File: config.mk
export PLATFORM = sky130hd
export DESIGN_NAME = utf8_byte_stream_decoder
export DESIGN_NICKNAME = d
export VERILOG_FILES = /design/src/rtl/ubsd_pkg.sv /design/src/rtl/utf8_byte_stream_decoder.sv /design/src/rtl/ubsd_in_stage.sv /design/src/rtl/ubsd_decode.sv /design/src/rtl/ubsd_out_stage.sv
export VERILOG_INCLUDE_DIRS = /design/src /design/src/rtl
export SDC_FILE = /design/constraint.sdc
export NUM_CORES = 1
export LEC_CHECK = 0
export BUFFER_PORTS_ARGS = -buffer_cell sky130_fd_sc_hd__buf_2
export CAP_MARGIN = 20
export CORE_ASPECT_RATIO = 2
export CORE_MARGIN = 2
export CORE_UTILIZATION = 24
export DETAILED_ROUTE_END_ITERATION = 10
export GPL_TIMING_DRIVEN = 0
export PLACE_DENSITY = 0.43
export SYNTH_ARGS = -nofsm -noshare
export SYNTH_HDL_FRONTEND = slang
export SYNTH_SLANG_ARGS = --single-unit
File: constraint.sdc
create_clock -name clock -period 5.5 [get_ports clock]
set_input_delay 0.55 -clock clock [delete_from_list [all_inputs] [get_ports clock]]
set_output_delay 0.55 -clock clock [all_outputs]
set_load 0.03 [all_outputs]
File: src/rtl/utf8_byte_stream_decoder_assert.svh
// Assertion macros shared by the UTF-8 byte stream decoder.
`ifndef UTF8_BYTE_STREAM_DECODER_ASSERT_SVH
`define UTF8_BYTE_STREAM_DECODER_ASSERT_SVH

// Same-cycle implication, checked outside reset.
`define UBSD_ASSERT_NOW(name, clk, rst, ante, cons) \
   name: assert property (@(posedge clk) disable iff (rst) (ante) |-> (cons)) \
      else $error("ubsd assertion failed");

// Next-cycle implication, checked outside reset.
`define UBSD_ASSERT_NEXT(name, clk, rst, ante, cons) \
   name: assert property (@(posedge clk) disable iff (rst) (ante) |=> (cons)) \
      else $error("ubsd assertion failed");

`endif

File: src/rtl/ubsd_pkg.sv
// Package with types and constants for the UTF-8 byte stream decoder.
package ubsd_pkg;

   localparam int unsigned BYTE_W = 8;
   localparam int unsigned CP_W   = 21;

   // Lead and continuation byte patterns.
   localparam logic [7:0] ASCII_MAX  = 8'h7F;
   localparam logic [7:0] LEAD2_MASK = 8'hE0;
   localparam logic [7:0] LEAD2_PAT  = 8'hC0;
   localparam logic [7:0] LEAD3_MASK = 8'hF0;
   localparam logic [7:0] LEAD3_PAT  = 8'hE0;
   localparam logic [7:0] LEAD4_MASK = 8'hF8;
   localparam logic [7:0] LEAD4_PAT  = 8'hF0;
   localparam logic [7:0] CONT_MASK  = 8'hC0;
   localparam logic [7:0] CONT_PAT   = 8'h80;

   // Continuation counts set by a lead byte.
   localparam logic [1:0] PEND_NONE = 2'd0;
   localparam logic [1:0] PEND_ONE  = 2'd1;
   localparam logic [1:0] PEND_TWO  = 2'd2;
   localparam logic [1:0] PEND_THREE = 2'd3;

   typedef struct packed {
      logic [BYTE_W-1:0] data_byte;
      logic              last_byte;
   } req_type;

   typedef struct packed {
      logic [CP_W-1:0] code_point;
      logic            point_valid;
      logic            end_of_text;
   } rsp_type;

   typedef struct packed {
      logic [1:0]      bytes_pending;
      logic [CP_W-1:0] partial_value;
      logic            sequence_broken;
   } dec_state_type;

endpackage

File: src/rtl/utf8_byte_stream_decoder.sv
// A request passes through the input register, the decode step and the result register; one result per request.
// Throughput: one request per cycle; the input and result registers both refill
// in the cycle they drain, so a stall on the result side is the only limit.
// Reset: synchronous, active high; clears both stage valid bits and the
// pending count, partial value and broken flag of the running sequence.
`include "utf8_byte_stream_decoder_assert.svh"
module utf8_byte_stream_decoder
   import ubsd_pkg::*;
(
   input  logic    clock,
   input  logic    reset,
   input  logic    req_valid,
   output logic    req_stall,
   input  req_type req_data,
   output logic    rsp_valid,
   input  logic    rsp_stall,
   output rsp_type rsp_data
);

   logic          in_valid;
   logic          in_stall;
   req_type       in_data;
   rsp_type       rsp_next;
   dec_state_type dec_state;
   logic          advance;

   // Input register.
   ubsd_in_stage u_in_stage (
      .clock     (clock),
      .reset     (reset),
      .req_valid (req_valid),
      .req_stall (req_stall),
      .req_data  (req_data),
      .in_valid  (in_valid),
      .in_stall  (in_stall),
      .in_data   (in_data)
   );

   // The decoder steps once per request moved into the result register.
   assign advance = in_valid && !in_stall;

   ubsd_decode u_decode (
      .clock     (clock),
      .reset     (reset),
      .advance   (advance),
      .in_data   (in_data),
      .rsp_next  (rsp_next),
      .dec_state (dec_state)
   );

   // Result register.
   ubsd_out_stage u_out_stage (
      .clock     (clock),
      .reset     (reset),
      .in_valid  (in_valid),
      .in_stall  (in_stall),
      .rsp_next  (rsp_next),
      .rsp_valid (rsp_valid),
      .rsp_stall (rsp_stall),
      .rsp_data  (rsp_data)
   );

   // A delivered code point is never zero, and an empty result carries zero.
   `UBSD_ASSERT_NOW(a_point_nonzero, clock, reset,
      rsp_valid && rsp_data.point_valid, rsp_data.code_point != '0)
   `UBSD_ASSERT_NOW(a_empty_is_zero, clock, reset,
      rsp_valid && !rsp_data.point_valid, rsp_data.code_point == '0)
   // The final byte of a text leaves no sequence behind.
   `UBSD_ASSERT_NEXT(a_end_clears, clock, reset,
      advance && in_data.last_byte,
      dec_state.bytes_pending == PEND_NONE && !dec_state.sequence_broken)

endmodule

File: src/rtl/ubsd_in_stage.sv
// Input register stage: holds one accepted request until the decoder takes it.
module ubsd_in_stage
   import ubsd_pkg::*;
(
   input  logic    clock,
   input  logic    reset,
   input  logic    req_valid,
   output logic    req_stall,
   input  req_type req_data,
   output logic    in_valid,
   input  logic    in_stall,
   output req_type in_data
);

   logic    valid_ff;
   logic    valid_in;
   req_type data_ff;
   logic    req_take;

   // The register refills in the same cycle it empties.
   assign req_stall = valid_ff && in_stall;
   assign req_take  = req_valid && !req_stall;
   assign valid_in  = req_take || (valid_ff && in_stall);

   always_ff @(posedge clock) begin
      if (reset) begin
         valid_ff <= 1'b0;
      end else begin
         valid_ff <= valid_in;
      end
   end

   always_ff @(posedge clock) begin
      if (req_take) begin
         data_ff <= req_data;
      end
   end

   assign in_valid = valid_ff;
   assign in_data  = data_ff;

endmodule

File: src/rtl/ubsd_decode.sv
// Decoder core: running sequence state and the per-byte decode step.
module ubsd_decode
   import ubsd_pkg::*;
(
   input  logic          clock,
   input  logic          reset,
   input  logic          advance,
   input  req_type       in_data,
   output rsp_type       rsp_next,
   output dec_state_type dec_state
);

   dec_state_type state_ff;
   dec_state_type state_in;
   logic [BYTE_W-1:0] b;
   logic [CP_W-1:0]   cp;
   logic              cp_valid;

   assign b = in_data.data_byte;

   // One decode step on the held byte.
   always_comb begin
      state_in = state_ff;
      cp       = '0;
      cp_valid = 1'b0;
      if (state_ff.bytes_pending == PEND_NONE) begin
         priority if (b <= ASCII_MAX) begin
            cp       = {{(CP_W-BYTE_W){1'b0}}, b};
            cp_valid = (b != '0);
         end else if ((b & LEAD2_MASK) == LEAD2_PAT) begin
            state_in.partial_value   = {{(CP_W-5){1'b0}}, b[4:0]};
            state_in.bytes_pending   = PEND_ONE;
            state_in.sequence_broken = 1'b0;
         end else if ((b & LEAD3_MASK) == LEAD3_PAT) begin
            state_in.partial_value   = {{(CP_W-4){1'b0}}, b[3:0]};
            state_in.bytes_pending   = PEND_TWO;
            state_in.sequence_broken = 1'b0;
         end else if ((b & LEAD4_MASK) == LEAD4_PAT) begin
            state_in.partial_value   = {{(CP_W-3){1'b0}}, b[2:0]};
            state_in.bytes_pending   = PEND_THREE;
            state_in.sequence_broken = 1'b0;
         end else begin
            // Stray continuation or invalid lead byte is skipped.
            state_in = state_ff;
         end
      end else begin
         // A slot byte: collect six bits or void the sequence.
         if (!state_ff.sequence_broken) begin
            if ((b & CONT_MASK) != CONT_PAT) begin
               state_in.sequence_broken = 1'b1;
               state_in.partial_value   = '0;
            end else begin
               state_in.partial_value = {state_ff.partial_value[CP_W-7:0], b[5:0]};
            end
         end
         state_in.bytes_pending = state_ff.bytes_pending - 2'd1;
         if (state_in.bytes_pending == PEND_NONE) begin
            if (!state_in.sequence_broken && (state_in.partial_value != '0)) begin
               cp       = state_in.partial_value;
               cp_valid = 1'b1;
            end
            state_in.partial_value   = '0;
            state_in.sequence_broken = 1'b0;
         end
      end
      // The final byte of a text drops any unfinished sequence.
      if (in_data.last_byte) begin
         state_in = '0;
      end
   end

   always_ff @(posedge clock) begin
      if (reset) begin
         state_ff <= '0;
      end else if (advance) begin
         state_ff <= state_in;
      end
   end

   assign rsp_next.code_point  = cp;
   assign rsp_next.point_valid = cp_valid;
   assign rsp_next.end_of_text = in_data.last_byte;
   assign dec_state            = state_ff;

endmodule

File: src/rtl/ubsd_out_stage.sv
// Result register stage: holds a decoded result until the consumer takes it.
module ubsd_out_stage
   import ubsd_pkg::*;
(
   input  logic    clock,
   input  logic    reset,
   input  logic    in_valid,
   output logic    in_stall,
   input  rsp_type rsp_next,
   output logic    rsp_valid,
   input  logic    rsp_stall,
   output rsp_type rsp_data
);

   logic    valid_ff;
   logic    valid_in;
   rsp_type data_ff;
   logic    load;

   // A new result loads when the register is empty or being drained.
   assign in_stall = valid_ff && rsp_stall;
   assign load     = in_valid && !in_stall;
   assign valid_in = load || (valid_ff && rsp_stall);

   always_ff @(posedge clock) begin
      if (reset) begin
         valid_ff <= 1'b0;
      end else begin
         valid_ff <= valid_in;
      end
   end

   always_ff @(posedge clock) begin
      if (load) begin
         data_ff <= rsp_next;
      end
   end

   assign rsp_valid = valid_ff;
   assign rsp_data  = data_ff;

endmodule
=== Yosys cells after proc, flatten, opt, wreduce, memory -nomap -nowiden ===
Index checks and enable logic that the tools add are counted.

* Register bits after elaboration: 58
* Input port bits: 13
* Output and inout port bits: 25

* Add/sub/neg operators: 1
* $lt $le $gt $ge: 1
* Equality and inequality tests: 6
* Muxes and demuxes: 19
* Reductions and logical operators: 15

{| class="wikitable"
|+ Operators by type and width
! kind !! count
|-
| 24-bit two-way mux || 6
|-
| 21-bit two-way mux || 4
|-
| 22-bit two-way mux || 3
|-
| 21-bit nonzero test || 1
|-
| 8-bit by 7-bit <= comparator with 1-bit output (second input constant) || 1
|-
| 8-bit two-way mux || 1
|-
| 8-bit nonzero test || 1
|-
| 5-bit == test (second input constant) || 1
|-
| 1-bit logical AND || 5
|-
| 1-bit two-way mux || 5
|-
| 5-bit != test (second input constant) || 1
|-
| 4-bit == test (second input constant) || 1
|-
| 2-bit logical NOT || 2
|-
| 3-bit == test (second input constant) || 1
|-
| 1-bit logical NOT || 3
|-
| 3-bit != test (second input constant) || 1
|-
| 3-bit AND reduction || 1
|-
| 1-bit logical OR || 2
|-
| 2-bit != test (second input constant) || 1
|-
| 2-bit by 1-bit subtractor with 2-bit output (second input constant) || 1
|}

=== Logic depth before layout (Yosys ltp) ===
* Depth in word-level cells: 9
* Depth in mapped cells: 8

=== Modules after synthesis ===
Synthesis repeated with hierarchy kept, for this count alone.

* Cell total of the unflattened synthesis: 244
* Area total of the unflattened synthesis: 2,605.0 um^2

{| class="wikitable"
|+ By module, submodules not included
! module !! times used !! cells each !! area each (um^2) !! seq. area each (um^2)
|-
| ubsd_decode || 1 || 201 || 1,537.7 || 480.5
|-
| ubsd_out_stage || 1 || 28 || 737.0 || 710.7
|-
| ubsd_in_stage || 1 || 14 || 316.6 || 290.3
|-
| utf8_byte_stream_decoder || 1 || 1 || 13.8 || 0.0
|}

=== Worst setup path after synthesis ===
OpenSTA, ideal clock, no wires.

* Path kind: input -> register
* Start: input port rsp_stall
* End: register u_decode.state_ff, in the netlist u_decode.dec_state[4]
* Arrival: 2.198 ns
* Path slack: 3.232 ns
* Cell stages on the path: 5
* Path buffers: 1
* Path through: a21boi_2 -> nand2_2 -> buf_6 -> or3_1 -> a21oi_1

* Longest elaborated chain between the ends: 4

{| class="wikitable"
|+ RTL lines
! item !! line !! text
|-
| start, declared || utf8_byte_stream_decoder.sv:16 || <nowiki>input logic rsp_stall,</nowiki>
|-
| 1-bit logical AND || ubsd_out_stage.sv:21 || <nowiki>assign in_stall = valid_ff && rsp_stall;</nowiki>
|-
| 1-bit logical NOT || utf8_byte_stream_decoder.sv:40 || <nowiki>assign advance = in_valid && !in_stall;</nowiki>
|-
| 1-bit logical AND || utf8_byte_stream_decoder.sv:40 ||
|-
| 3-bit AND reduction (no source line) || - ||
|-
| end signal, assigned || ubsd_decode.sv:76 || <nowiki>state_ff <= state_in;</nowiki>
|-
| end, declared || ubsd_decode.sv:13 || <nowiki>dec_state_type state_ff;</nowiki>
|}

No other way between the ends.
A chain may end at the register's enable or synchronous reset.

=== Worst setup path after layout ===
* Start: register u_in_stage.valid_ff, in the netlist u_in_stage.in_valid
* End: register u_decode.state_ff, in the netlist u_decode.dec_state[11]

* Longest elaborated chain between the ends: 2

{| class="wikitable"
|+ RTL lines
! item !! line !! text
|-
| start, declared || ubsd_in_stage.sv:15 || <nowiki>logic valid_ff;</nowiki>
|-
| start signal, assigned || ubsd_in_stage.sv:29 || <nowiki>valid_ff <= valid_in;</nowiki>
|-
| 1-bit logical AND || utf8_byte_stream_decoder.sv:40 ||
|-
| via advance || utf8_byte_stream_decoder.sv:25 || <nowiki>logic advance;</nowiki>
|-
| 3-bit AND reduction (no source line) || - ||
|}

The timed path passes the listed nets, and every way through them passes these cells.

==> metrics <==
Hold Vio Cnt, Final=0; slowest CP cell=a21boi_4; clk sink count=58; vias per inst=4.74; Ys Warns=0; drt drc=0; Yosys top cell area share=0.368; nets@finish=310; Least-Margin Pin Slew=905 ps; TritonCTS Buffers=9; Synth Area per Inst=10.5 sq um; Pint=875 uW; Core ar.=10500 sq um; Hold WC Path Type=in2reg; Yosys cell types=44; die height=152 microns; most frequent cell after synthesis=edfxtp_1; Most used DFF post-synth=edfxtp_1; vias in the first global route=2069; die footprint=11800 sq um; Lkg Pwr=0.00116 uW; setup violators final=0; maxcap violations=0; startpoint type of the worst setup path=flop; #FFs+latches synth=58; Mapped Cells=249; initial antenna violation count=0; clk root buf=clkbuf_16; post-route ant nets=0; crit path cell chain=a21boi_4, nand2_2, buf_6, clkbuf_1, nand2_1, a21oi_1; Switching Fraction=0.228; Final HPWL DP=5.34 mm; largest cells by area after synthesis=edfxtp_1 (37%), dfxtp_1 (20%), a21oi_1 (5.2%); GRT overflow=0; share of layout cells above drive strength 1=0.225; chip width=77.8 microns; H-tree Lvls=3; vias=2082; outcome=completed; Clk pin slew, worst setup/hold paths=50 ps; # diodes=0; top post-synthesis cells by count=edfxtp_1 (32), a21oi_1 (27), dfxtp_1 (26); slowest stage delay, CP=700 ps; Max rail drop VDD=0.000155 V; number of post-CTS setup repair buffers=0; Power Dens Cells=346 nW/um^2; part of the power in registers=0.427; Pre-Repair DR Iteration Count=4; skew final=7.06 ps; sw power=259 uW; PostCTS Resize Cnt=0; worst skew pair latency=330 ps; RSZ-0062 raised after global routing=false; part of the power in combinational logic=0.079; Site Rows=53; Synth Net Count=262; fin cells=439; Final Max Tran Viols=0; clock buffer depth=2; min cycle time layout=2230 ps; fmax=0.448 GHz; Post-synth EDFFs=32; Starting Density=0.248; WS Path Type=reg2reg; area added between synthesis and finish=25.4%; final instance area=3280 sq um; Critical Path Fanout Max=26; final setup TNS=0 ps; CTS tree=done; largest net degree at the start of global routing=27; placed cells=423; Final period util=0.405; GRT Total Usage=0.131; Final Util=0.311; Detailed Route Iter0 Violations=171; first-pass GRT wire length=11.3 mm; synthesized cell area=2610 sq um; slew margin rel.=0.381; GPL Wtd Cong=0.808; Seq/Total Area, Yosys=0.567; CTS Hold Bufs=0; post-synth top area cell=edfxtp_1; Post-DP Area=2980 sq um; final wirelength=7.16 mm; Worst EP required=5690 ps; Wirelength per Cell=16.3 microns; crit end category=flop; asr flop ratio synth=0; PortBufs=37; Top Ports=38; clock power share=0.494; crit path DAT=2420 ps
[sequential cells by signal (all words and copies together), names as in the netlist]
register / count
u_out_stage.rsp_data: 23
u_in_stage.in_valid: 1
u_decode.dec_state: 24
u_out_stage.rsp_valid: 1
u_in_stage.in_data: 9
[critical path: cells and delay by family (launching register included)]
kind	cells	cell delay, ps
flip-flops	1	340
AO/OA/AOI/OAI	2	770
AND/OR/NAND/NOR	2	460
buffers and inverters	2	500
[area by class of cell]
class	count	area [sq um]
buffer	15	81.3
clock buffer	14	264
clock inverter	2	35.0
fill	1134	7270
inverter	3	11.3
multi-input combinational	173	1050
sequential	58	1480
tap	137	171
timing repair buffer	37	185
[logic make-up (layout without fill, tap and decap cells)]
group / Yosys count / count (layout) / share of synthesized area
AND/OR/NAND/NOR: 111 / 111 / 0.240
AO/OA/AOI/OAI: 60 / 60 / 0.149
flip-flops: 58 / 58 / 0.567
buffers and inverters: 18 / 71 / 0.0354
multiplexers: 2 / 2 / 0.00862
[per-stage QoR]
stage                     power (uW)  hold WS [ps]  setup WS (ps)
after global placement           583           440           2390
final                           1130           393           3270
after floorplan                  550           432           3230
after CTS                       1150           386           3210
after detailed placement         584           451           2890
after global routing            1170           383           3080
[final timing paths]
kind / endpoint / start / cells past startpoint / slack, ps
setup / recovery: u_decode.dec_state[11] / u_in_stage.in_valid / 6 / 3270
hold / removal: u_in_stage.in_data[7] / req_data[7] / 1 / 390
setup reg to reg: u_decode.dec_state[11] / u_in_stage.in_valid / 6 / 3270
hold reg to reg: u_decode.dec_state[17] / u_decode.dec_state[17] / 2 / 460
[power by group through the flow]
stage	clock, uW	sequential (uW)	combinational [uW]
after CTS	573	484	91.6
after floorplan	0	505	45.0
after detailed placement	0	493	91.4
after global placement	0	492	90.4
final	560	484	90.0
after global routing	590	485	98.3
[metal layers]
layer / part of all wire / routed length (microns) / vias up / GRT usage
met5: 0 / 0 / - / 0
met2: 0.57 / 4060 / 50 / 0.245
met1: 0.37 / 2620 / 1000 / 0.124
met4: 0.043 / 308 / 0 / 0.0946
met3: 0.025 / 182 / 18 / 0.0249
li1: - / - / 1014 / -
[cells in the final DEF (no fill, tap or decap), types with 4 or more instances in the layout]
cell,Yosys,routed
dfxtp_1,26,26
nor2b_1,15,15
a22o_1,4,4
nor2_1,19,19
and2_1,9,9
nand2_1,23,23
buf_2,5,42
or3_1,14,14
a22oi_1,16,16
clkbuf_1,6,9
edfxtp_1,32,32
clkbuf_16,0,9
nand4_1,5,5
a21oi_1,27,27
Note: power is estimated with default switching activity, not from simulation.
